$ cat src/rtl/c8ic_ram.sv
module c8ic_ram #(
  parameter int unsigned WIDTH = 8,
  parameter int unsigned DEPTH = 16
) (
  input  logic                     clk_i,
  input  logic                     we_i,
  input  logic [$clog2(DEPTH)-1:0] waddr_i,
  input  logic [WIDTH-1:0]         wdata_i,
  input  logic [$clog2(DEPTH)-1:0] raddr_i,
  output logic [WIDTH-1:0]         rdata_o
);

  logic [WIDTH-1:0] mem_q [DEPTH];
  logic [WIDTH-1:0] rdata_q;

  // one write port, one registered read port
  always_ff @(posedge clk_i) begin
    if (we_i) begin
      mem_q[waddr_i] <= wdata_i;
    end
    rdata_q <= mem_q[raddr_i];
  end

  assign rdata_o = rdata_q;

endmodule

$ cat config.mk
export PLATFORM = sky130hd
export DESIGN_NAME = c8ic_ram
export DESIGN_NICKNAME = d
export VERILOG_FILES = /design/src/rtl/c8ic_ram.sv
export SDC_FILE = /design/constraint.sdc
export NUM_CORES = 1
export LEC_CHECK = 0
export BUFFER_PORTS_ARGS = -buffer_cell sky130_fd_sc_hd__clkbuf_2
export CELL_PAD_IN_SITES_DETAIL_PLACEMENT = 0
export CELL_PAD_IN_SITES_GLOBAL_PLACEMENT = 1
export CORE_UTILIZATION = 57
export DETAILED_ROUTE_END_ITERATION = 12
export GPL_TIMING_DRIVEN = 0
export PLACE_DENSITY_LB_ADDON = 0.1
export SLEW_MARGIN = 0
export SYNTH_ARGS = -nofsm -noshare
export SYNTH_HDL_FRONTEND = slang
export SYNTH_SLANG_ARGS = --single-unit
export TNS_END_PERCENT = 100
$ cat constraint.sdc
create_clock -name clk_i -period 3.6 [get_ports clk_i]
set_input_delay 0.72 -clock clk_i [delete_from_list [all_inputs] [get_ports clk_i]]
set_output_delay 0.72 -clock clk_i [all_outputs]
set_load 0.01 [all_outputs]
### Word level (Yosys, flattened, before mapping)

Memories as Yosys holds them, arrays and structs flattened. A register that Yosys moved wholly into a read port is not among the register bits.
Cells that the tools add are included.

* register bits: 0
* RAM bits: 128
* input bits: 18
* output and inout port bits: 8
* word-level logic and storage cells: 3
* memories kept: 1

* muxes and demuxes: 2

Memory list
* mem_q: words 16, width 8, read ports 1, clocked after Yosys merged registers in 1, write ports 1, line 13 `logic [WIDTH-1:0] mem_q [DEPTH];`

Operators with widths (count)
* two-way mux 1 bit: 2

### Logic depth before layout (Yosys ltp)

* word-level depth: 2
* mapped depth: 5
* depth with buffers taken out: 3

### Worst setup path after synthesis

No wires, ideal clock.

* path type: input port to flip-flop
* start point: in waddr_i[2]
* end point: mem mem_q[0][0] (enable)
* library setup time: 383 ps
* data arrival time: 1830 ps
* data required time: 3217 ps
* slack: 1387 ps
* cell stages on the path: 2
* path buffers: 0
* path through: or3b_2 -> nor3_1

RTL lines
* from (decl): line 7 `input logic [$clog2(DEPTH)-1:0] waddr_i,`
* to (decl): line 13

Straight into the memory's write port.

### Worst setup path in the final report

* start point: in waddr_i[2]
* end point: mem mem_q[0][4] (enable)

Straight into the memory's write port.

==> impl_metrics.tcl <==
set metrics [dict create \
    status "finished, final reports clean" \
    dp_hpwl_um 5811 \
    critPathArrivalTime_ns 2.30 \
    firstDrtPassIters 4 \
    dieWidth_um 97.03 \
    synth_nets 247 \
    ctsResizeCount 0 \
    floorplan.die_area_um2 9415 \
    hold_viol 0 \
    grt_pass1_vias 2325 \
    hold_depth 1 \
    io_pins 26 \
    instances_no_fill 393 \
    min_path_type "input port to register" \
    antenna_cells 0 \
    port_buffers 24 \
    rsz0062_at_grt "no" \
    ir_drop_mv 0.3379 \
    ys_seq_elements 136 \
    die_h_um 97.03 \
    finalSetupViolations 0 \
    drtIter0Drc 211 \
    reg2reg_to "rdata_o[1]$_DFF_P_" \
    initial_core_util 0.5902 \
    synth_cell_types 19 \
    worstRegToRegCells 3 \
    grt_max_degree 17 \
    hold_ws_ns 0.6740 \
    cts_root_buf "clkbuf_8" \
    fillCellCount 546 \
    finClkSkew_ns 0.005081 \
    clockBufferDepth 2 \
    fin_util 0.6912 \
    worstReg2RegStart "mem_q[5][1]$_DFFE_PP_" \
    max_freq_ghz 0.4561 \
    drt_drc_violations_left 0 \
    clkSinkCount 136 \
    worstPathCellList "clkbuf_2 > or3b_2 > nor3_1" \
    dpl_cell_area_um2 5403 \
    dp_cells 361 \
    grt_overflow_total 0 \
    clk_latency_ns 0.50 \
    drtAntennaViolNets 0 \
    area_delta_synth_final_pct 17.11 \
    placementRows 34 \
    grt_use_total 0.2179 \
    worstSetupPathType "input port to register" \
    grt_first_pass_wirelength_um 13960 \
    yosys_warnings 0 \
    drive_above_1_share 0.2877 \
    max-cap-violations 0 \
    power_density_nw_per_um2 622.7 \
    synthesis.area_um2 5147 \
    coreArea_um2 8721 \
    worst_slew_pin_slew_ns 1.266 \
    period_share 0.6091 \
    period_needed_ns 2.193 \
    setup.worst_path.start_class "input port" \
    gp_congestion 0.7091 \
    syn_inst 229 \
    synth_area_per_cell_um2 22.48 \
    h-tree-depth 4 \
    wl_per_cell_um 23.74 \
    p_leak_uw 0.002038 \
    num_vias 2374 \
    critPathMaxFanout 8 \
    design_area_um2 6028 \
    seq_area_frac_synth 0.7778 \
    cts_setup_buffers 0 \
    antenna_found_initial 0 \
    worst_setup_path_end_kind "register" \
    cts_hold_buf 0 \
    r2r_slack_ns 2.21 \
    worstHoldStart "wdata_i[5]" \
    setup_tns_ns 0 \
    slowest_delay_ns 0.95 \
    clk_transition_reported_paths_ns 0.06 \
    crit_path_top_delay_cell "nor3_1" \
    slew_viol_final 0 \
    final_nets 290 \
    viasPerCell 6.041 \
    slew_headroom 0.1492 \
    holdPathEnd "mem_q[6][5]$_DFFE_PP_" \
    wl_um 9330 \
    cts_tree "done" \
    cts_buffers 17 \
    cp.required_ns 3.71 \
]
where the power goes:
part           total [uW]  switching, uW  internal [uW]
Combinational         170           99.6           69.9
Clock                1800            610           1190
Sequential           1780           8.37           1770
cells by family after synthesis:
kind of cell           after synthesis  share of synthesized area
buffers and inverters               10                    0.01677
and+or+nand+nor                     35                    0.03184
muxes                               32                     0.1502
AOI/OAI and AO/OA                   16                    0.02334
DFF                                136                     0.7778
cells in the mapped netlist:
cell / number / area (um^2)
buf_2: 3 / 15.01
or3b_2: 1 / 8.760
and2_1: 1 / 6.260
nand3b_1: 2 / 15.01
edfxtp_1: 128 / 3844
nor2_1: 13 / 48.80
buf_4: 1 / 7.510
mux4_2: 18 / 405.4
a22oi_1: 16 / 120.1
buf_6: 3 / 33.78
nand2b_1: 2 / 12.51
mux4_1: 14 / 367.9
and2b_1: 1 / 7.510
nand3_1: 1 / 5.000
nor3_1: 4 / 20.02
clkdlybuf4s25_2: 3 / 30.03
nand2_1: 9 / 33.78
dfxtp_1: 8 / 160.2
nor2b_1: 1 / 6.260
cells in the final DEF, fill, tap and decap left out, drive strengths merged, types with 2 or more instances in the layout:
| cell type | Yosys | layout |
|---|---|---|
| mux4 | 32 | 32 |
| buf | 7 | 7 |
| nand2 | 9 | 9 |
| a22oi | 16 | 16 |
| nor2 | 13 | 13 |
| clkinv | 0 | 3 |
| nand3b | 2 | 2 |
| clkbuf | 0 | 44 |
| edfxtp | 128 | 128 |
| clkdlybuf4s25 | 3 | 3 |
| bufinv | 0 | 5 |
| dfxtp | 8 | 8 |
| clkinvlp | 0 | 3 |
| nand2b | 2 | 2 |
| nor3 | 4 | 4 |
layer usage:
metal | routed length, um | global-route usage | up-vias
li1 | - | - | 1062
met1 | 4249 | 0.3259 | 1234
met2 | 4482 | 0.3158 | 73
met3 | 536 | 0.05925 | 5
met4 | 62 | 0.07577 | 0
met5 | 0 | 0 | -
through the flow:
step | total power [uW] | worst slack, ns
after global placement | 1978 | 0.8292
after detailed placement | 1983 | 0.8734
final | 3754 | 1.407
after floorplan | 1906 | 1.387
after CTS | 3775 | 1.382
after global routing | 3854 | 1.323
sequential cells by signal, indices dropped and copies added (netlist names):
signal / cells
mem_q: 128
rdata_o: 8
worst max path at each step:
stage               cells past startpoint               endpoint  startpoint  slack, ns
floorplan                               2  mem_q[0][0]$_DFFE_PP_  waddr_i[2]       1.39
global placement                        3  mem_q[0][7]$_DFFE_PP_  waddr_i[2]       0.83
detailed placement                      3  mem_q[0][7]$_DFFE_PP_  waddr_i[2]       0.87
CTS                                     3  mem_q[0][6]$_DFFE_PP_  waddr_i[2]       1.38
global route                            3  mem_q[0][4]$_DFFE_PP_  waddr_i[2]       1.32
finish                                  3  mem_q[0][4]$_DFFE_PP_  waddr_i[2]       1.41
worst max-delay path: cells and delay by family:
kind | cells | cell delay (ns)
buffers and inverters | 1 | 0.11
and+or+nand+nor | 2 | 1.47
final cells by class:
type,instances,area (um^2),share of cell area
multi-input cells,83,1057,0.1754
plain buffers,10,86.33,0.01432
flip-flops and latches,136,4004,0.6642
repair buffers,24,120.1,0.01993
clock inverters,12,200.2,0.03321
clock buffers,20,425.4,0.07057
well taps,108,135.1,0.02242
Note: power is estimated with default switching activity, not from simulation.
